**src/sv/mbd_pkg.sv**
```systemverilog
`timescale 1ns / 1ps
// Package for the mouse button and DPI controller.
// Holds register indexes, reset values and the configuration type; no dependencies.
package mbd_pkg;

	localparam int unsigned CfgAddrW = 5;
	localparam int unsigned DataW    = 32;
	localparam int unsigned DpiW     = 12;
	localparam int unsigned PeriodW  = 16;
	localparam int unsigned CountW   = 8;
	localparam int unsigned TickW    = 32;
	localparam int unsigned CodeW    = 3;

	typedef enum logic [2:0] {
		REG_KEY_PERIOD      = 3'd0,
		REG_LED_PERIOD      = 3'd1,
		REG_BLINK_INTERVAL  = 3'd2,
		REG_TOGGLES_PER_SET = 3'd3,
		REG_DPI_STEP        = 3'd4,
		REG_DPI_MAX         = 3'd5
	} reg_idx_t;

	typedef enum logic [CodeW-1:0] {
		KEY_NONE   = 3'd0,
		KEY_LEFT   = 3'd1,
		KEY_RIGHT  = 3'd2,
		KEY_MIDDLE = 3'd3,
		KEY_DPI    = 3'd4
	} key_code_t;

	localparam logic [PeriodW-1:0] KeyPeriodRst     = 16'd20;
	localparam logic [PeriodW-1:0] LedPeriodRst     = 16'd100;
	localparam logic [PeriodW-1:0] BlinkIntervalRst = 16'd500;
	localparam logic [CountW-1:0]  TogglesRst       = 8'd6;
	localparam logic [DpiW-1:0]    DpiStepRst       = 12'd500;
	localparam logic [DpiW-1:0]    DpiMaxRst        = 12'd3000;
	localparam logic [DpiW-1:0]    DpiInitRst       = 12'd1500;
	localparam logic [CountW-1:0]  PendingMax       = 8'd255;

	typedef struct packed {
		logic [PeriodW-1:0] key_period;
		logic [PeriodW-1:0] led_period;
		logic [PeriodW-1:0] blink_interval;
		logic [CountW-1:0]  toggles_per_set;
		logic [DpiW-1:0]    dpi_step;
		logic [DpiW-1:0]    dpi_max;
	} cfg_t;

endpackage

```
**src/sv/mbd_regs.sv**
```systemverilog
`timescale 1ns / 1ps
// Configuration register file with an APB-style slave port.
// Depends on mbd_pkg for register indexes, reset values and cfg_t.
module mbd_regs import mbd_pkg::*; (
	input  logic                clk,
	input  logic                arst_n,
	input  logic                psel,
	input  logic                penable,
	input  logic                pwrite,
	input  logic [CfgAddrW-1:0] paddr,
	input  logic [DataW-1:0]    pwdata,
	output logic [DataW-1:0]    prdata,
	output logic                pready,
	output cfg_t                cfg
);

	cfg_t       cfg_q;
	logic       wr_en;
	logic [2:0] idx;

	assign pready = 1'b1;
	assign wr_en  = psel & penable & pwrite;
	assign idx    = paddr[CfgAddrW-1:2];
	assign cfg    = cfg_q;

	always_ff @(posedge clk or negedge arst_n) begin
		if (!arst_n) begin
			cfg_q.key_period      <= KeyPeriodRst;
			cfg_q.led_period      <= LedPeriodRst;
			cfg_q.blink_interval  <= BlinkIntervalRst;
			cfg_q.toggles_per_set <= TogglesRst;
			cfg_q.dpi_step        <= DpiStepRst;
			cfg_q.dpi_max         <= DpiMaxRst;
		end else if (wr_en) begin
			unique case (idx)
				REG_KEY_PERIOD:      cfg_q.key_period      <= pwdata[PeriodW-1:0];
				REG_LED_PERIOD:      cfg_q.led_period      <= pwdata[PeriodW-1:0];
				REG_BLINK_INTERVAL:  cfg_q.blink_interval  <= pwdata[PeriodW-1:0];
				REG_TOGGLES_PER_SET: cfg_q.toggles_per_set <= pwdata[CountW-1:0];
				REG_DPI_STEP:        cfg_q.dpi_step        <= pwdata[DpiW-1:0];
				REG_DPI_MAX:         cfg_q.dpi_max         <= pwdata[DpiW-1:0];
				default: ;
			endcase
		end
	end

	always_comb begin
		unique case (idx)
			REG_KEY_PERIOD:      prdata = {16'd0, cfg_q.key_period};
			REG_LED_PERIOD:      prdata = {16'd0, cfg_q.led_period};
			REG_BLINK_INTERVAL:  prdata = {16'd0, cfg_q.blink_interval};
			REG_TOGGLES_PER_SET: prdata = {24'd0, cfg_q.toggles_per_set};
			REG_DPI_STEP:        prdata = {20'd0, cfg_q.dpi_step};
			REG_DPI_MAX:         prdata = {20'd0, cfg_q.dpi_max};
			default:             prdata = '0;
		endcase
	end

endmodule

```
**src/sv/mouse_button_dpi_controller.sv**
```systemverilog
`timescale 1ns / 1ps
// Top level of the mouse button and DPI controller: input stage, tick logic, result register.
// Depends on mbd_pkg and mbd_regs.

// Each input item is one millisecond tick with four button levels; each produces exactly one
// result item. An item is latched into an input register, and once the result register is free
// or being taken the key step, DPI update and LED blink step are worked out in one pass and
// written to the state and the result register, so the block takes one item per clock while the
// output does not stall. The input side keeps accepting while a result waits, until both the
// input and result registers are full. The user must write registers only while no item is in
// flight; the block itself does not enforce this.
module mouse_button_dpi_controller import mbd_pkg::*; (
	input  logic                clk,
	input  logic                arst_n,
	input  logic                psel,
	input  logic                penable,
	input  logic                pwrite,
	input  logic [CfgAddrW-1:0] paddr,
	input  logic [DataW-1:0]    pwdata,
	output logic [DataW-1:0]    prdata,
	output logic                pready,
	input  logic                in_valid,
	output logic                in_stall,
	input  logic                left_pressed,
	input  logic                right_pressed,
	input  logic                middle_pressed,
	input  logic                dpi_pressed,
	output logic                out_valid,
	input  logic                out_stall,
	output logic                left_button,
	output logic                right_button,
	output logic                middle_button,
	output logic [DpiW-1:0]     dpi_value,
	output logic                dpi_changed,
	output logic                led_level
);

	cfg_t cfg;

	mbd_regs u_regs (
		.clk    (clk),
		.arst_n (arst_n),
		.psel   (psel),
		.penable(penable),
		.pwrite (pwrite),
		.paddr  (paddr),
		.pwdata (pwdata),
		.prdata (prdata),
		.pready (pready),
		.cfg    (cfg)
	);

	// input stage
	logic       valid_s1;
	logic [3:0] keys_s1;
	logic       advance;
	logic       in_take;

	// state
	logic [TickW-1:0]   tick_q;
	logic [TickW-1:0]   last_toggle_q;
	logic [PeriodW-1:0] key_timer_q;
	logic [PeriodW-1:0] led_timer_q;
	key_code_t          prev_code_q;
	logic [2:0]         latches_q;
	logic [DpiW-1:0]    dpi_q;
	logic               blink_q;
	logic [CountW-1:0]  pending_q;
	logic [CountW-1:0]  toggle_cnt_q;
	logic               led_q;

	// result register
	logic               out_valid_q;
	logic [2:0]         out_buttons_q;
	logic [DpiW-1:0]    out_dpi_q;
	logic               out_changed_q;
	logic               out_led_q;

	// next values
	logic [TickW-1:0]   tick_d;
	logic [TickW-1:0]   last_toggle_d;
	logic [TickW-1:0]   since_toggle;
	logic [PeriodW-1:0] key_dec;
	logic [PeriodW-1:0] led_dec;
	logic [PeriodW-1:0] key_timer_d;
	logic [PeriodW-1:0] led_timer_d;
	logic               key_fire;
	logic               led_fire;
	key_code_t          code;
	key_code_t          prev_code_d;
	logic [2:0]         latches_d;
	logic [DpiW:0]      dpi_sum;
	logic [DpiW-1:0]    dpi_d;
	logic               dpi_hit;
	logic               blink_k;
	logic [CountW-1:0]  pending_k;
	logic               blink_d;
	logic [CountW-1:0]  pending_d;
	logic [CountW-1:0]  toggle_inc;
	logic [CountW-1:0]  toggle_cnt_d;
	logic               led_d;
	logic               do_toggle;

	assign advance  = valid_s1 & (~out_valid_q | ~out_stall);
	assign in_stall = valid_s1 & ~advance;
	assign in_take  = in_valid & ~in_stall;

	always_ff @(posedge clk or negedge arst_n) begin
		if (!arst_n) begin
			valid_s1 <= 1'b0;
		end else if (in_take) begin
			valid_s1 <= 1'b1;
		end else if (advance) begin
			valid_s1 <= 1'b0;
		end
	end

	always_ff @(posedge clk) begin
		if (in_take) begin
			keys_s1 <= {dpi_pressed, middle_pressed, right_pressed, left_pressed};
		end
	end

	always_comb begin
		priority if (keys_s1[0]) code = KEY_LEFT;
		else if (keys_s1[1])    code = KEY_RIGHT;
		else if (keys_s1[2])    code = KEY_MIDDLE;
		else if (keys_s1[3])    code = KEY_DPI;
		else                    code = KEY_NONE;
	end

	always_comb begin
		tick_d   = tick_q + 32'd1;
		key_dec  = (key_timer_q != '0) ? key_timer_q - 16'd1 : '0;
		led_dec  = (led_timer_q != '0) ? led_timer_q - 16'd1 : '0;
		key_fire = (key_dec == '0);
		led_fire = (led_dec == '0);
		key_timer_d = key_fire ? cfg.key_period : key_dec;
		led_timer_d = led_fire ? cfg.led_period : led_dec;

		// key step
		latches_d   = latches_q;
		prev_code_d = prev_code_q;
		dpi_d       = dpi_q;
		dpi_hit     = 1'b0;
		blink_k     = blink_q;
		pending_k   = pending_q;
		dpi_sum     = {1'b0, dpi_q} + {1'b0, cfg.dpi_step};
		if (key_fire) begin
			for (int k = 0; k < 3; k++) begin
				if (code == key_code_t'(k + 1) && prev_code_q != key_code_t'(k + 1))
					latches_d[k] = 1'b1;
				if (prev_code_q == key_code_t'(k + 1) && code != key_code_t'(k + 1))
					latches_d[k] = 1'b0;
			end
			if (code == KEY_DPI && prev_code_q != KEY_DPI) begin
				dpi_hit = 1'b1;
				dpi_d   = (dpi_sum > {1'b0, cfg.dpi_max}) ? cfg.dpi_step : dpi_sum[DpiW-1:0];
				blink_k = 1'b1;
				if (pending_q != PendingMax) pending_k = pending_q + 8'd1;
			end
			prev_code_d = code;
		end

		// LED step
		since_toggle  = tick_d - last_toggle_q;
		do_toggle     = led_fire & blink_k & (since_toggle >= {16'd0, cfg.blink_interval});
		last_toggle_d = last_toggle_q;
		led_d         = led_q;
		toggle_cnt_d  = toggle_cnt_q;
		pending_d     = pending_k;
		blink_d       = blink_k;
		toggle_inc    = toggle_cnt_q + 8'd1;
		if (do_toggle) begin
			last_toggle_d = tick_d;
			led_d         = ~led_q;
			toggle_cnt_d  = toggle_inc;
			if (toggle_inc >= cfg.toggles_per_set) begin
				if (pending_k != '0) pending_d = pending_k - 8'd1;
				toggle_cnt_d = '0;
				led_d        = 1'b1;
			end
			if (pending_d == '0) blink_d = 1'b0;
		end
	end

	always_ff @(posedge clk or negedge arst_n) begin
		if (!arst_n) begin
			tick_q        <= '0;
			last_toggle_q <= '0;
			key_timer_q   <= KeyPeriodRst;
			led_timer_q   <= LedPeriodRst;
			prev_code_q   <= KEY_NONE;
			latches_q     <= '0;
			dpi_q         <= DpiInitRst;
			blink_q       <= 1'b0;
			pending_q     <= '0;
			toggle_cnt_q  <= '0;
			led_q         <= 1'b1;
		end else if (advance) begin
			tick_q        <= tick_d;
			last_toggle_q <= last_toggle_d;
			key_timer_q   <= key_timer_d;
			led_timer_q   <= led_timer_d;
			prev_code_q   <= prev_code_d;
			latches_q     <= latches_d;
			dpi_q         <= dpi_d;
			blink_q       <= blink_d;
			pending_q     <= pending_d;
			toggle_cnt_q  <= toggle_cnt_d;
			led_q         <= led_d;
		end
	end

	always_ff @(posedge clk or negedge arst_n) begin
		if (!arst_n) begin
			out_valid_q <= 1'b0;
		end else if (advance) begin
			out_valid_q <= 1'b1;
		end else if (!out_stall) begin
			out_valid_q <= 1'b0;
		end
	end

	always_ff @(posedge clk) begin
		if (advance) begin
			out_buttons_q <= latches_d;
			out_dpi_q     <= dpi_d;
			out_changed_q <= dpi_hit;
			out_led_q     <= led_d;
		end
	end

	assign out_valid     = out_valid_q;
	assign left_button   = out_buttons_q[0];
	assign right_button  = out_buttons_q[1];
	assign middle_button = out_buttons_q[2];
	assign dpi_value     = out_dpi_q;
	assign dpi_changed   = out_changed_q;
	assign led_level     = out_led_q;

	a_idle_no_pending: assert property (@(posedge clk) disable iff (!arst_n)
		!blink_q |-> pending_q == '0)
		else $error("pending blink sets while blinking is idle");

	a_toggle_bounded: assert property (@(posedge clk) disable iff (!arst_n)
		toggle_cnt_q != PendingMax)
		else $error("toggle count ran past any set size");

	a_s1_drains: assert property (@(posedge clk) disable iff (!arst_n)
		valid_s1 && !out_valid_q |=> out_valid_q)
		else $error("input stage did not move into a free result register");

	a_stall_holds_state: assert property (@(posedge clk) disable iff (!arst_n)
		!advance |=> $stable(tick_q))
		else $error("tick counter moved without an item");

endmodule

```
**config.mk**
```make
export PLATFORM = sky130hd
export DESIGN_NAME = mouse_button_dpi_controller
export DESIGN_NICKNAME = d
export VERILOG_FILES = /design/src/sv/mbd_pkg.sv /design/src/sv/mbd_regs.sv /design/src/sv/mouse_button_dpi_controller.sv
export SDC_FILE = /design/constraint.sdc
export NUM_CORES = 1
export LEC_CHECK = 0
export BUFFER_PORTS_ARGS = -buffer_cell sky130_fd_sc_hd__buf_2
export CORE_ASPECT_RATIO = 0.8
export CORE_MARGIN = 5
export CORE_UTILIZATION = 50
export CTS_CLUSTER_DIAMETER = 120
export CTS_CLUSTER_SIZE = 25
export DETAILED_ROUTE_END_ITERATION = 8
export HOLD_SLACK_MARGIN = 0.03
export PLACE_DENSITY = 0.67
export SYNTH_ARGS = -nofsm -noshare
export SYNTH_HDL_FRONTEND = slang
export SYNTH_HIERARCHICAL = 1
export SYNTH_SLANG_ARGS = --single-unit
```
**constraint.sdc**
```tcl
create_clock -name clk -period 8.2 [get_ports clk]
set_input_delay 0.82 -clock clk [delete_from_list [all_inputs] [get_ports clk]]
set_output_delay 0.82 -clock clk [all_outputs]
set_load 0.005 [all_outputs]
```
* After elaboration in Yosys (flattened, before gate mapping)
Cells that the tools add are included.
Word-level totals: input bits 48, word-level logic and storage cells 130, register bits 235, output and inout bits 52
Operators by class: multiplexer cells 38, magnitude comparators 3, add/subtract/negate cells 8, bitwise operators 13, reductions and logical operators 23, eq/ne operators 21
Operators with widths (number):
- 16-bit case mux with 6 select lines | 1
- 16-bit 2-to-1 mux | 4
- 8-bit 2-to-1 mux | 8
- 12-bit 2-to-1 mux | 3
- 32-bit by 1-bit adder with 32-bit output (second input constant) | 1
- 32-bit by 16-bit >= comparator with 1-bit output | 1
- 16-bit zero test | 2
- 16-bit nonzero test | 2
- 16-bit by 1-bit subtractor with 16-bit output (second input constant) | 2
- 32-bit subtractor | 1
- 3-bit by 2-bit == test with 1-bit output (second input constant) | 6
- 1-bit 2-to-1 mux | 17
- 8-bit by 1-bit adder with 8-bit output (second input constant) | 2
- 2-bit AND reduction | 8
- 3-bit 2-to-1 mux | 5
- 12-bit by 12-bit adder with 13-bit output | 1
- 13-bit by 12-bit greater-than comparator with 1-bit output | 1
- 3-bit by 2-bit inequality test with 1-bit output (second input constant) | 4
- 3-bit by 1-bit == test with 1-bit output (second input constant) | 3
- 3-bit == test (second input constant) | 3
- 8-bit >= comparator | 1
- 8-bit zero test | 1
- 8-bit inequality test (second input constant) | 1
- 8-bit nonzero test | 1
- other kinds (10) | 27

* Depth between registers and ports, before layout
Gate-level depths: netlist (run 1).
depth after elaboration 15, gate-level depth with buffers 28, gate-level depth less buffers 26

* Modules after synthesis
The synthesis (run 1) kept the hierarchy.
Modules (own cells, without submodules):
- mouse_button_dpi_controller | area an instance 11797.6 µm², seq. area each 4000.1 µm², cells each 1382, instances 1
- mbd_regs | area an instance 4023.9 µm², seq. area each 2034.5 µm², cells each 292, instances 1

* Worst setup path after synthesis (run 1)
No wires, ideal clock.
path type reg2reg, start register tick_q[0], end register last_toggle_q[10], stages on the path, launching flop included 27, clock period less this slack 6.090 ns, path slack 2.110 ns, buffers on the path 3, arrival time 5.962 ns, data required time 8.072 ns, library setup time 0.128 ns, cells stage by stage dfrtp_1 > ha_1 > and3_1 > and3_1 > xor2_1 > ha_1 > clkbuf_1 > a21o_1 > or3_1 > o21ai_1 > a21oi_1 > or2_2 > a21o_1 > a21oi_1 > xnor2_1 > ha_1 > a2111oi_0 > o2111ai_1 > a311oi_1 > nand4b_1 > a2111oi_0 > nand4_1 > nor4b_2 > or3_1 > buf_2 > buf_2 > mux2_1
Between the ends: longest elaborated chain between the ends 5
RTL lines:
- start: declaration | RTL line mouse_button_dpi_controller.sv:60 | logic [TickW-1:0] tick_q;
- start signal: assignment | RTL line mouse_button_dpi_controller.sv:201 | tick_q <= tick_d;
- 32-bit by 1-bit adder with 32-bit output | RTL line mouse_button_dpi_controller.sv:133 | tick_d = tick_q + 32'd1;
- via tick_d[6] | RTL line mouse_button_dpi_controller.sv:80 | logic [TickW-1:0] tick_d;
- 32-bit subtractor | RTL line mouse_button_dpi_controller.sv:166 | since_toggle = tick_d - last_toggle_q;
- 32-bit by 16-bit >= comparator with 1-bit output | RTL line mouse_button_dpi_controller.sv:167 | do_toggle = led_fire & blink_k & (since_toggle >= {16'd0, cfg.blink_interval});
- 1-bit bitwise AND | RTL line mouse_button_dpi_controller.sv:167
- 2-bit AND reduction (no line)
- end signal: assignment | RTL line mouse_button_dpi_controller.sv:202 | last_toggle_q <= last_toggle_d;
- end: declaration | RTL line mouse_button_dpi_controller.sv:61 | logic [TickW-1:0] last_toggle_q;
The timed path passes the listed nets, and every way through them passes these cells. A chain may end at the register's enable or synchronous reset.

* Worst setup path after layout (run 1)
start register tick_q[0], end register last_toggle_q[22]
Same word-level chain as after synthesis.

==> results of run 1 <==
[layout by cell type (no fill, tap or decap), types with 7 or more instances in the layout]
cell         n
dfrtp_1    175
nand2_1    150
nor2_1     105
a21oi_1    100
inv_1       98
ha_1        85
o21ai_0     78
mux2_2      68
xnor2_1     67
buf_2       63
mux2i_1     50
mux2_1      43
nand3_1     39
o21ai_1     39
dfstp_2     39
nor3_1      37
xor2_1      36
a21o_1      26
and3_1      21
edfxtp_1    21
nand2b_1    20
nand4_1     20
nor4_1      19
conb_1      17
nor2b_1     16
a31oi_1     13
clkbuf_16   13
or2_2       12
a211oi_1    11
and2_1      11
or3_1       10
o31ai_1     10
mux2_4      10
o21a_1       8
a22oi_1      8
a32oi_1      8
o21bai_1     7
buf_4        7
[kinds of logic after synthesis]
family                     count (synthesis)
adders and majority gates                 87
xor gates and xnor gates                 103
and+or+nand+nor                          505
buffers and inverters                    192
muxes                                    171
DFF                                      235
AOI/OAI and AO/OA                        379
other                                      2
[routing by layer]
layer	wire, microns	vias up
met5	0	-
met4	502	0
met3	2100	27
met2	16600	306
met1	19200	6015
li1	-	5966
[flip-flops by register name, summed over array words and instances (netlist names), 3 cells and up]
signal,flops
key_timer_q,16
latches_q,3
u_regs/cfg,80
keys_s1,4
last_toggle_q,32
dpi_value,12
prev_code_q,3
pending_q,8
led_timer_q,16
toggle_cnt_q,8
tick_q,32
out_buttons_q,3
dpi_q,12
[how the worst max path moves through the flow]
stage / start / end / depth (start not counted)
final: tick_q[0] / last_toggle_q[22] / 23
after global routing: tick_q[0] / last_toggle_q[23] / 23
after CTS: tick_q[0] / last_toggle_q[22] / 23
after floorplan: tick_q[0] / last_toggle_q[10] / 26
after detailed placement: tick_q[0] / last_toggle_q[4] / 23
after global placement: tick_q[0] / last_toggle_q[16] / 24
[stage by stage]
stage	util	hold slack, ps
2_1_floorplan	-	455
3_3_place_gp	0.521	462
3_5_place_dp	0.521	470
4_1_cts	0.532	360
5_1_grt	0.532	393
6_report	0.532	343
[where the power goes]
group | leakage (nW) | switching, mW | internal [mW]
clock | 0.176 | 0.392 | 0.303
sequential | 2.93 | 0.191 | 1.36
combinational | 4.42 | 0.893 | 0.731
total | 7.52 | 1.48 | 2.40
[critical path, stage by stage, from the launching register on]
cell	delay, ps
dfrtp_1	470
ha_1	250
and3_1	230
and3_1	230
nand3_1	210
nor2_1	270
nand3_1	180
nor2_1	430
and3_1	310
and2_1	310
nand3_1	130
xnor2_1	250
ha_1	330
a211oi_1	460
nor3b_1	100
mux2_2	300
a21o_1	160
a2111oi_0	390
nand4_1	160
nor4b_2	270
buf_4	240
or3_2	390
buf_12	250
mux2_1	350
[cell type report]
class	count	area, sq um
inverter	100	377
clock inverter	2	17.5
fill	2845	14700
timing repair buffer	72	403
sequential	235	6030
tap	420	526
clock buffer	19	348
multi-input combinational	1262	8980
==> results.md, run 1 <==
* Largest family of logic cells by synthesized area: simple AND/OR/NAND/NOR gates
* Synth Area in Compound Gates at 0.152
* Power Total at around 3.9 mW
* Largest net degree at the start of global routing at slightly below 90
* Total GRT Usage at 0.213
* WL final at ~38 mm
* R2R depth at 23
* RSZ-0062 raised after global routing: false
* Worst slew pin tran at slightly above 900 ps
* H-tree depth at 1
* Final WS setup at roughly 1400 ps
* Worst setup EP type: flop
* Clock-pin slew on the worst setup and hold paths at 100 ps
* Placed instance count at roughly 2,100
* Max VDD drop at 0.159 mV
* Yosys warning count at 6
* Synth area leader: dfrtp_1
* Share of the synthesized area in the top cell type at 0.277
* Row cnt at 58
* M3 GR Usage at 0.0295
* Post-DR vias/cell at 5.84
* CTS sink count at 235
* Worst R2R End: last_toggle_q[22]
* Drt first-iter violations at ~890
* Outcome: finished, final reports clean
* Die W at roughly 210 microns
* Placed cell areas at 16,300 sq um
* Top post-synthesis cells by count: dfrtp_1, nand2_1, nor2_1, a21oi_1, inv_1
* Reg-to-Reg Start: tick_q[0]
* GRT met2 Usage at 0.321
* Pleak at 7.52 nW
* Post-route cell area at 16,700 sq um
* Simple-Gate Fraction of Synth Area at 0.164
* EDFF count, synth at 21
* Core footprint at approximately 31,000 sq um
* Clk buf depth at 3
* Vias at approximately 12,000
* Post-DRT Antenna Nets at 0
* Min-Delay Path Class: in2async
* Tcrit/Tclk final at 0.834
* Cts bufs inserted at 13
* Antenna violations before repair at 0
* GR Layer Usage met1 at 0.333
* Clock latency at the later pin of the worst-skew pair at between 400 and 500 ps
* DRC viols at 0
* Crit path kind: reg2reg
* Count of final setup violators at 0
* Synth area leaders: dfrtp_1, ha_1, dfstp_2
* Initial DRT Pass Iterations at 6
* Final slew viol count at 0
* Die Area at 35,300 sq um
* Setup WS pre-CTS at 1440 ps
* Post-synth top flop: dfrtp_1
* Most common cell in the netlist: dfrtp_1
* Worst Path Required at between 8000 and 9000 ps
* Post-CTS Resized at 0
* Initial Util at 0.505
* CTS tree: built
* # IOs at 100
* First-pass GRT wire length at ~63 mm
* GR peak layer: met1
* Final min period at approximately 7000 ps
* Setup_tns at 0 ps
* Syn Area/Cell at 9.45 sq um
* CTS root buf: clkbuf_16
* Mapped cell area at ~16,000 sq um
* Layout cells sized above 1 at 0.144
* Post-Synth Adder-Cell Area at 0.0698
* Die H at ~170 microns
* Syn Inst Count at approximately 1,700
* Synth async-reset ratio at 0.911
* Post-synthesis mux area share at 0.120
* Register area share after synthesis at 0.381
* Nets at 1,819
* Synth Area in XOR/XNOR at 0.0570
* Critical Path Start Type: flop
* Port bufs at 64
* FMAX at between 100 and 150 MHz
* Final hold vios at 0
* Cell Pwr Density at approximately 230 nW/um^2
* Via count of the first global-routing pass at 11,700
* MaxCap Viol Count at 0
* Gp weighted congestion at 0.902
* Overflow after GRT at 0
* Routed WL per cell at approximately 18 microns
* Arr. time, crit path at between 7000 and 8000 ps
* Post-DP HPWL at between 20 and 30 mm
* Area growth syn-to-layout at 5.45%
* Antenna Cells at 0
* Layout Skew at 18.9 ps
* Hold bufs inserted after CTS at 0
* Fin cells at approximately 2,100
* Netlist cell types at 95
* FF+latch count, synth at roughly 240
* Worst reg-to-reg setup slack at around 1400 ps
* Post-CTS Setup Inserts at 0
* Worst-path fanout max at 33
* Slew Limit Headroom at 0.378
Power figures use the tool's default switching activity.
==> run 2: changes to the inputs <==
--- a/config.mk
+++ b/config.mk
@@ -5,6 +5,7 @@
 export SDC_FILE = /design/constraint.sdc
 export NUM_CORES = 1
 export LEC_CHECK = 0
+export ABC_AREA = 1
 export BUFFER_PORTS_ARGS = -buffer_cell sky130_fd_sc_hd__buf_2
 export CORE_ASPECT_RATIO = 0.8
 export CORE_MARGIN = 5
@@ -13,7 +14,7 @@
 export CTS_CLUSTER_SIZE = 25
 export DETAILED_ROUTE_END_ITERATION = 8
 export HOLD_SLACK_MARGIN = 0.03
-export PLACE_DENSITY = 0.67
+export PLACE_DENSITY = 0.69
 export SYNTH_ARGS = -nofsm -noshare
 export SYNTH_HDL_FRONTEND = slang
 export SYNTH_HIERARCHICAL = 1
==> constraint.sdc (replaced) <==
create_clock -name clk -period 5.95 [get_ports clk]
set_input_delay 0.595 -clock clk [delete_from_list [all_inputs] [get_ports clk]]
set_output_delay 0.595 -clock clk [all_outputs]
set_load 0.005 [all_outputs]
==> run 2 against run 1 <==
Total power rose by 100%. Via count is 26% higher. Clock skew up 4.8 ps. Critical path depth is 8 higher. Clock-buffer cell count is 1 higher. Register-to-register slack lost 800 ps. Combinational power rose to 2.9 times the previous value. First-iteration DRC count up 81%. Global-route usage is 2.3 points higher. Sequential share of layout area shrank 1.9 points. Area after synthesis up 5.7%. Cell area is 5.7% higher.
==> results.md, run 2 <==
* Core footprint at 32,800 sq um (was 31,400 sq um)
* # IOs at 100 (unchanged)
* Die W at 214 microns (was 209 microns)
* Port bufs at 64 (unchanged)
* Tcrit/Tclk final at 0.906 (was 0.834)
* Most common cell in the netlist: nand2_1 (was dfrtp_1)
* WL final at 45.4 mm (was 38.4 mm)
* Setup_tns at 0 ps (unchanged)
* Pleak at 8.92 nW (was 7.52 nW)
* Post-CTS Resized at 0 (unchanged)
* Antenna violations before repair at 2 (was 0)
* Min-Delay Path Class: in2async (unchanged)
* FF+latch count, synth at 235 (unchanged)
* Hold slack final at 123 ps (was 343 ps)
* Worst-path fanout max at 14 (was 33)
* CTS root buf: clkbuf_16 (unchanged)
* Arr. time, crit path at 5810 ps (was 7200 ps)
* Synth async-reset ratio at 0.911 (unchanged)
* CTS tree: built (unchanged)
* Post-DRT Antenna Nets at 0 (unchanged)
* Yosys warning count at 6 (unchanged)
* Final hold vios at 0 (unchanged)
* Top post-synthesis cells by count: nand2_1, inv_1, o21ai_0, nor2_1, dfrtp_1 (was dfrtp_1, nand2_1, nor2_1, a21oi_1, inv_1)
* Post-DR vias/cell at 5.50 (was 5.84)
* FMAX at 185 MHz (was 146 MHz)
* Cell Pwr Density at 449 nW/um^2 (was 232 nW/um^2)
* Layout Skew at 23.7 ps (was 18.9 ps)
* Final WS setup at 559 ps (was 1360 ps)
* Leading cell type in the layout, fill and taps excluded: nand2_1 (was dfrtp_1)
* Crit-path slowest cell: dfrtp_1 (unchanged)
* RSZ-0062 raised after global routing: false (unchanged)
* Gp weighted congestion at 0.934 (was 0.902)
* Via count of the first global-routing pass at 14,100 (was 11,700)
* Row cnt at 59 (was 58)
* CP most frequent cell: nor2_1
* Overflow after GRT at 0 (unchanged)
* Worst setup EP type: flop (unchanged)
* Layout cells sized above 1 at 0.0816 (was 0.144)
* Count of final setup violators at 0 (unchanged)
* Total GRT Usage at 0.236 (was 0.213)
* H-tree depth at 1 (unchanged)
* Register area share after synthesis at 0.361 (was 0.381)
* Largest net degree at the start of global routing at 111 (was 88)
* Die Area at 37,200 sq um (was 35,300 sq um)
* EDFF count, synth at 21 (unchanged)
* First-pass GRT wire length at 73.4 mm (was 62.9 mm)
* Drt first-iter violations at 1,605 (was 889)
* Most frequent cells in the layout: nand2_1, inv_1, o21ai_0, nor2_1, dfrtp_1 (was dfrtp_1, nand2_1, nor2_1, a21oi_1, inv_1)
* Die H at 174 microns (was 169 microns)
* Critical Path Start Type: flop (unchanged)
* Netlist cell types at 55 (was 95)
* Slew Limit Headroom at 0.344 (was 0.378)
* Routed WL per cell at 16.1 microns (was 18.2 microns)
* Max VDD drop at 0.204 mV (was 0.159 mV)
* Post-CTS Setup Inserts at 0 (unchanged)
* Final slew viol count at 0 (unchanged)
* Worst slew pin tran at 981 ps (was 933 ps)
* Clock-pin slew on the worst setup and hold paths at 110 ps (was 100 ps)
* Area growth syn-to-layout at 5.42% (was 5.45%)
* Initial DRT Pass Iterations at 6 (unchanged)
* Clk buf depth at 3 (unchanged)
* Initial Util at 0.510 (was 0.505)
* Clock latency at the later pin of the worst-skew pair at 490 ps (about the same)
* Synth area leaders: dfrtp_1, nand2_1, inv_1 (was dfrtp_1, ha_1, dfstp_2)
* Cts bufs inserted at 13 (unchanged)
* Outcome: finished, final reports clean (unchanged)
* CP max stage delay at 470 ps (about the same)
* Final min period at 5390 ps (was 6840 ps)
* Mapped cell area at 16,700 sq um (was 15,800 sq um)
* Synth area leader: dfrtp_1 (unchanged)
* Worst Path Required at 6370 ps (was 8560 ps)
* Setup WS pre-CTS at 656 ps (was 1440 ps)
* Crit path kind: reg2reg (unchanged)
* CTS sink count at 235 (unchanged)
* Hold bufs inserted after CTS at 0 (unchanged)
* WP buf/inv at 5 (was 2)
* CP top delay family: simple AND/OR/NAND/NOR gates (unchanged)
* DRC viols at 0 (unchanged)
* Syn Area/Cell at 7.07 sq um (was 9.45 sq um)
* Post-DP HPWL at 34.8 mm (was 28.6 mm)
* Post-synth top flop: dfrtp_1 (unchanged)
* Syn Inst Count at 2,364 (was 1,674)
* Max FFs per register at 80 (unchanged)
* Share of the synthesized area in the top cell type at 0.262 (was 0.277)
* Vias at 15,500 (was 12,300)
* Nets at 2,520 (was 1,819)
* MaxCap Viol Count at 0 (unchanged)
* Antenna Cells at 0 (unchanged)
run 2: cell types whose count changed after synthesis, sizes merged, moves of 22 or more:
cell,delta
nand2,+477
inv,+268
o21ai,+154
mux2,-121
nand3,+101
nor2,+90
xnor2,-62
nand4,+53
mux2i,-50
clkbuf,-23
xor2,+22
run 2: power breakdown:
| part | switching, mW | total (mW) | leakage, nW | internal, mW |
|---|---|---|---|---|
| Sequential | 0.326 | 2.27 | 2.83 | 1.94 |
| Combinational | 3.07 | 4.67 | 5.92 | 1.60 |
| Clock | 0.564 | 0.986 | 0.176 | 0.422 |
run 2: metrics by stage:
step / util / cells / instance area, sq um / total power [mW]
after global placement: 0.527 / 2797 / 17300 / 6.70
after CTS: 0.538 / 2818 / 17600 / 7.87
after global routing: 0.538 / 2818 / 17600 / 8.65
after floorplan: - / 2379 / 16800 / 5.67
final: 0.538 / 2818 / 17600 / 7.92
after detailed placement: 0.527 / 2797 / 17300 / 6.85
run 2: worst paths after layout:
| path | endpoint | from | slack (ps) | depth (start not counted) |
|---|---|---|---|---|
| worst max-delay path | last_toggle_q[0] | tick_q[0] | 560 | 31 |
| worst min-delay path | key_timer_q[11] | arst_n | 120 | 1 |
| worst max register to register | last_toggle_q[0] | tick_q[0] | 560 | 31 |
| worst min register to register | u_regs/cfg[7] | u_regs/cfg[7] | 490 | 2 |
| max in group asynchronous | last_toggle_q[30] | arst_n | 4510 | 2 |
| min in group clk | keys_s1[3] | dpi_pressed | 280 | 1 |
run 2: final cells by class:
class	count	area [sq um]
Tap cell	427	534
Sequential cell	235	6030
Clock buffer	20	352
Clock inverter	1	16.3
Inverter	369	1400
Fill cell	3178	15100
Timing Repair Buffer	75	425
Multi-Input combinational cell	1691	8860
run 2: metal layers:
metal  up-vias  GRT usage  routed length, microns
met3        30     0.0386                    3700
met1      7249      0.378                   22500
met2       530      0.340                   18700
li1       7674          -                       -
met4         2     0.0330                     501
met5         -          0                      13
run 2: cells by family after synthesis:
logic type / after synthesis / share of synthesized area
other: 2 / 0.000449
DFF: 235 / 0.361
AOI/OAI and AO/OA: 435 / 0.140
buffers and inverters: 453 / 0.113
and+or+nand+nor: 1089 / 0.287
adders and majority gates: 87 / 0.0660
xor gates and xnor gates: 63 / 0.0330
==> run 3: changes to the inputs <==
--- a/config.mk
+++ b/config.mk
@@ -5,7 +5,7 @@
 export SDC_FILE = /design/constraint.sdc
 export NUM_CORES = 1
 export LEC_CHECK = 0
-export ABC_AREA = 1
+export ABC_AREA = 0
 export BUFFER_PORTS_ARGS = -buffer_cell sky130_fd_sc_hd__buf_2
 export CORE_ASPECT_RATIO = 0.8
 export CORE_MARGIN = 5
@@ -13,9 +13,7 @@
 export CTS_CLUSTER_DIAMETER = 120
 export CTS_CLUSTER_SIZE = 25
 export DETAILED_ROUTE_END_ITERATION = 8
-export HOLD_SLACK_MARGIN = 0.03
 export PLACE_DENSITY = 0.69
 export SYNTH_ARGS = -nofsm -noshare
 export SYNTH_HDL_FRONTEND = slang
-export SYNTH_HIERARCHICAL = 1
 export SYNTH_SLANG_ARGS = --single-unit
==> run 3 against run 2 <==
Cell count is 21% lower. Critical path type unchanged. Synthesized cell count is 28% lower. Area after synthesis is 8.3% lower. Clock skew is 2.2 ps higher. Via count is 17% lower. Global-route usage is 1.2 points lower. Largest power group unchanged.
==> results.md, run 3 <==
* DRC viols at 0 (unchanged)
* Reg area at 6030 sq um (unchanged)
* Placed cell areas at 16,500 sq um (was 17,300 sq um)
* Multi-input gate area at 9000 sq um (was 8860 sq um)
* Placed instance count at 2,184 (was 2,797)
* FMAX at 173 MHz (was 185 MHz)
* Largest net degree at the start of global routing at 114 (was 111)
* Met3 wire length at 2.38 mm (was 3.70 mm)
* Worst setup EP type: flop (unchanged)
* Worst-path fanout max at 6 (was 14)
* Outcome: finished, final reports clean (unchanged)
* Post-DRT Antenna Nets at 0 (unchanged)
* Post-DR vias/cell at 5.79 (was 5.50)
* Max Used Layer: met4 (was met5)
* Met2 wire length at 17.4 mm (was 18.7 mm)
* Netlist cell types at 79 (was 55)
* Overflow after GRT at 0 (unchanged)
* Cts bufs inserted at 13 (unchanged)
* Initial Util at 0.506 (was 0.510)
* Antenna Cells at 0 (unchanged)
* Critical Path Start Type: flop (unchanged)
* Row cnt at 57 (was 59)
* Pleak at 8.01 nW (was 8.92 nW)
* Most common cell in the netlist: nand2_1 (unchanged)
* Seq pwr share at 0.371 (was 0.286)
* Power Total at 5.89 mW (was 7.92 mW)
* First-pass GRT wire length at 63.7 mm (was 73.4 mm)
* Final hold vios at 0 (unchanged)
* Initial DRT Pass Iterations at 5 (was 6)
* Post-synth top flop: dfrtp_1 (unchanged)
* Gp weighted congestion at 0.933 (was 0.934)
* Final min period at 5790 ps (was 5390 ps)
* Switching share of power at 0.389 (was 0.500)
* Internal power at 3.60 mW (was 3.96 mW)
* Net Sw Power at 2.29 mW (was 3.96 mW)
* Synth area leaders: dfrtp_1, ha_1, dfstp_2 (was dfrtp_1, nand2_1, inv_1)
* Max FFs per register at 80 (unchanged)
* Die W at 206 microns (was 214 microns)
* Post-route cell area at 17,400 sq um (was 17,600 sq um)
* Hold slack final at 136 ps (was 123 ps)
* Synth async-reset ratio at 0.911 (unchanged)
* Top post-synthesis cells by count: nand2_1, dfrtp_1, o21ai_0, nor2_1, a21oi_1 (was nand2_1, inv_1, o21ai_0, nor2_1, dfrtp_1)
* CTS tree: built (unchanged)
* Total GRT Usage at 0.224 (was 0.236)
* EDFF count, synth at 21 (unchanged)
* Via count of the first global-routing pass at 12,200 (was 14,100)
* Crit path kind: reg2reg (unchanged)
* Clock latency at the later pin of the worst-skew pair at 510 ps (was 490 ps)
* Drt first-iter violations at 996 (was 1,605)
* CTS root buf: clkbuf_16 (unchanged)
* Slew Limit Headroom at 0.299 (was 0.344)
* Worst slew pin tran at 1050 ps (was 981 ps)
* Most frequent cells in the layout: nand2_1, dfrtp_1, o21ai_0, nor2_1, a21oi_1 (was nand2_1, inv_1, o21ai_0, nor2_1, dfrtp_1)
* Min-Delay Path Class: in2async (unchanged)
* Vias at 12,900 (was 15,500)
* FF+latch count, synth at 235 (unchanged)
* # IOs at 100 (unchanged)
* Core footprint at 30,300 sq um (was 32,800 sq um)
* Synth area leader: dfrtp_1 (unchanged)
* Port bufs at 64 (unchanged)
* Clock-pin slew on the worst setup and hold paths at 110 ps (about the same)
* Mapped cell area at 15,300 sq um (was 16,700 sq um)
* Max VDD drop at 0.230 mV (was 0.204 mV)
* Area growth syn-to-layout at 13.7% (was 5.42%)
* Syn Inst Count at 1,696 (was 2,364)
* Worst Path Required at 6340 ps (was 6370 ps)
* Layout Skew at 25.9 ps (was 23.7 ps)
* Cell Pwr Density at 338 nW/um^2 (was 449 nW/um^2)
* Count of final setup violators at 0 (unchanged)
* Layout cells sized above 1 at 0.212 (was 0.0816)
* Register area share after synthesis at 0.393 (was 0.361)
* MaxCap Viol Count at 0 (unchanged)
* Filler instances at 2,694 (was 3,178)
* Antenna violations before repair at 0 (was 2)
* Tcrit/Tclk final at 0.974 (was 0.906)
* Leading cell type in the layout, fill and taps excluded: nand2_1 (unchanged)
* Routed WL per cell at 17.9 microns (was 16.1 microns)
* Combinational share of power at 0.461 (was 0.589)
* Clk buf depth at 3 (unchanged)
* Die H at 167 microns (was 174 microns)
* Die Area at 34,300 sq um (was 37,200 sq um)
* Yosys warning count at 0 (was 6)
* Nets at 1,936 (was 2,520)
* Power share of the clock group at 0.168 (was 0.125)
* Syn Area/Cell at 9.04 sq um (was 7.07 sq um)
* M1 WL at 19.3 mm (was 22.5 mm)
* Arr. time, crit path at 6180 ps (was 5810 ps)
* Final Util at 0.575 (was 0.538)
* Fin cells at 2,221 (was 2,818)
* Final slew viol count at 0 (unchanged)
* H-tree depth at 1 (unchanged)
* WL final at 39.8 mm (was 45.4 mm)
* Post-DP HPWL at 29.1 mm (was 34.8 mm)
* Share of the synthesized area in the top cell type at 0.286 (was 0.262)
* Hold bufs inserted after CTS at 0 (unchanged)
* CTS sink count at 235 (unchanged)
## run 3: cell types whose count changed after synthesis, moves of 60 or more
cell	change
mux2_2	+85
nor2_1	-64
o21ai_0	-82
nand3_1	-86
inv_1	-255
nand2_1	-424
xnor2_1	+60
## run 3: power by group through the flow
stage               clock network, mW  logic (mW)  registers, mW
finish                          0.988        2.72           2.18
global route                     1.08        3.01           2.22
CTS                              1.01        2.54           2.17
detailed placement                  0        2.45           2.20
global placement                    0        2.39           2.19
floorplan                           0        1.72           2.09
## run 3: critical path, cell delays in order, from the launching register on
cell and delay, ps:
dfrtp_1 410, ha_4 180, nand3_4 90, nor2_4 100, and3_4 190, and3_4 180
and3_4 180, and3_4 210, and3_4 190, and3_4 220, xor2_1 90, ha_1 320
nand4_1 140, or3_4 470, a2111oi_4 360, nor4_4 130, xnor2_1 150, nor4_1 330
nand4_1 150, or4_4 510, buf_4 160, o41ai_4 240, buf_4 210, nor2_1 60
xnor2_1 120, a211o_1 290
## run 3: layout make-up
cell class                      count  share of cell area
Multi-Input combinational cell   1286               0.516
Sequential cell                   235               0.346
Timing Repair Buffer              162              0.0643
Tap cell                          413              0.0296
Inverter                          103              0.0222
Clock buffer                       20              0.0202
Clock inverter                      2             0.00144
## run 3: cells by family after synthesis
| group | after synthesis | share of synthesized area |
|---|---|---|
| DFF | 235 | 0.393 |
| and+or+nand+nor | 544 | 0.173 |
| other | 2 | 0.000490 |
| adders and majority gates | 87 | 0.0719 |
| muxes | 127 | 0.0914 |
| buffers and inverters | 190 | 0.0518 |
| AOI/OAI and AO/OA | 402 | 0.156 |
| xor gates and xnor gates | 109 | 0.0622 |
## run 3: timing repair
| action | 4_1_cts | 5_1_grt |
|---|---|---|
| pin swaps | 7 | 33 |
| resized for setup | 20 | 61 |
| setup endpoints to repair | 50 | 51 |
| buffers inserted | 4 | 10 |
| cloned | 1 | 2 |
## run 3: final timing paths
check | start | endpoint | slack (ps) | depth (start not counted)
max | tick_q[1] | pending_q[5] | 160 | 25
min | arst_n | key_timer_q[13] | 140 | 1
max reg2reg | tick_q[1] | pending_q[5] | 160 | 25
min reg2reg | last_toggle_q[0] | last_toggle_q[0] | 490 | 2
max in group asynchronous | arst_n | last_toggle_q[22] | 4510 | 2
min in group clk | left_pressed | keys_s1[0] | 270 | 1
## run 3: layer usage
layer	vias up	global-route usage
met5	-	0
met4	0	0.0396
met3	46	0.0336
met2	337	0.339
met1	6294	0.345
li1	6185	-
## run 3: through the flow
stage	setup TNS [ps]	worst slack [ps]
3_5_place_dp	-8740	-228
4_1_cts	0	6.61
2_1_floorplan	0	14.8
3_3_place_gp	-652	-30.2
6_report	0	155
5_1_grt	-107	-54.8
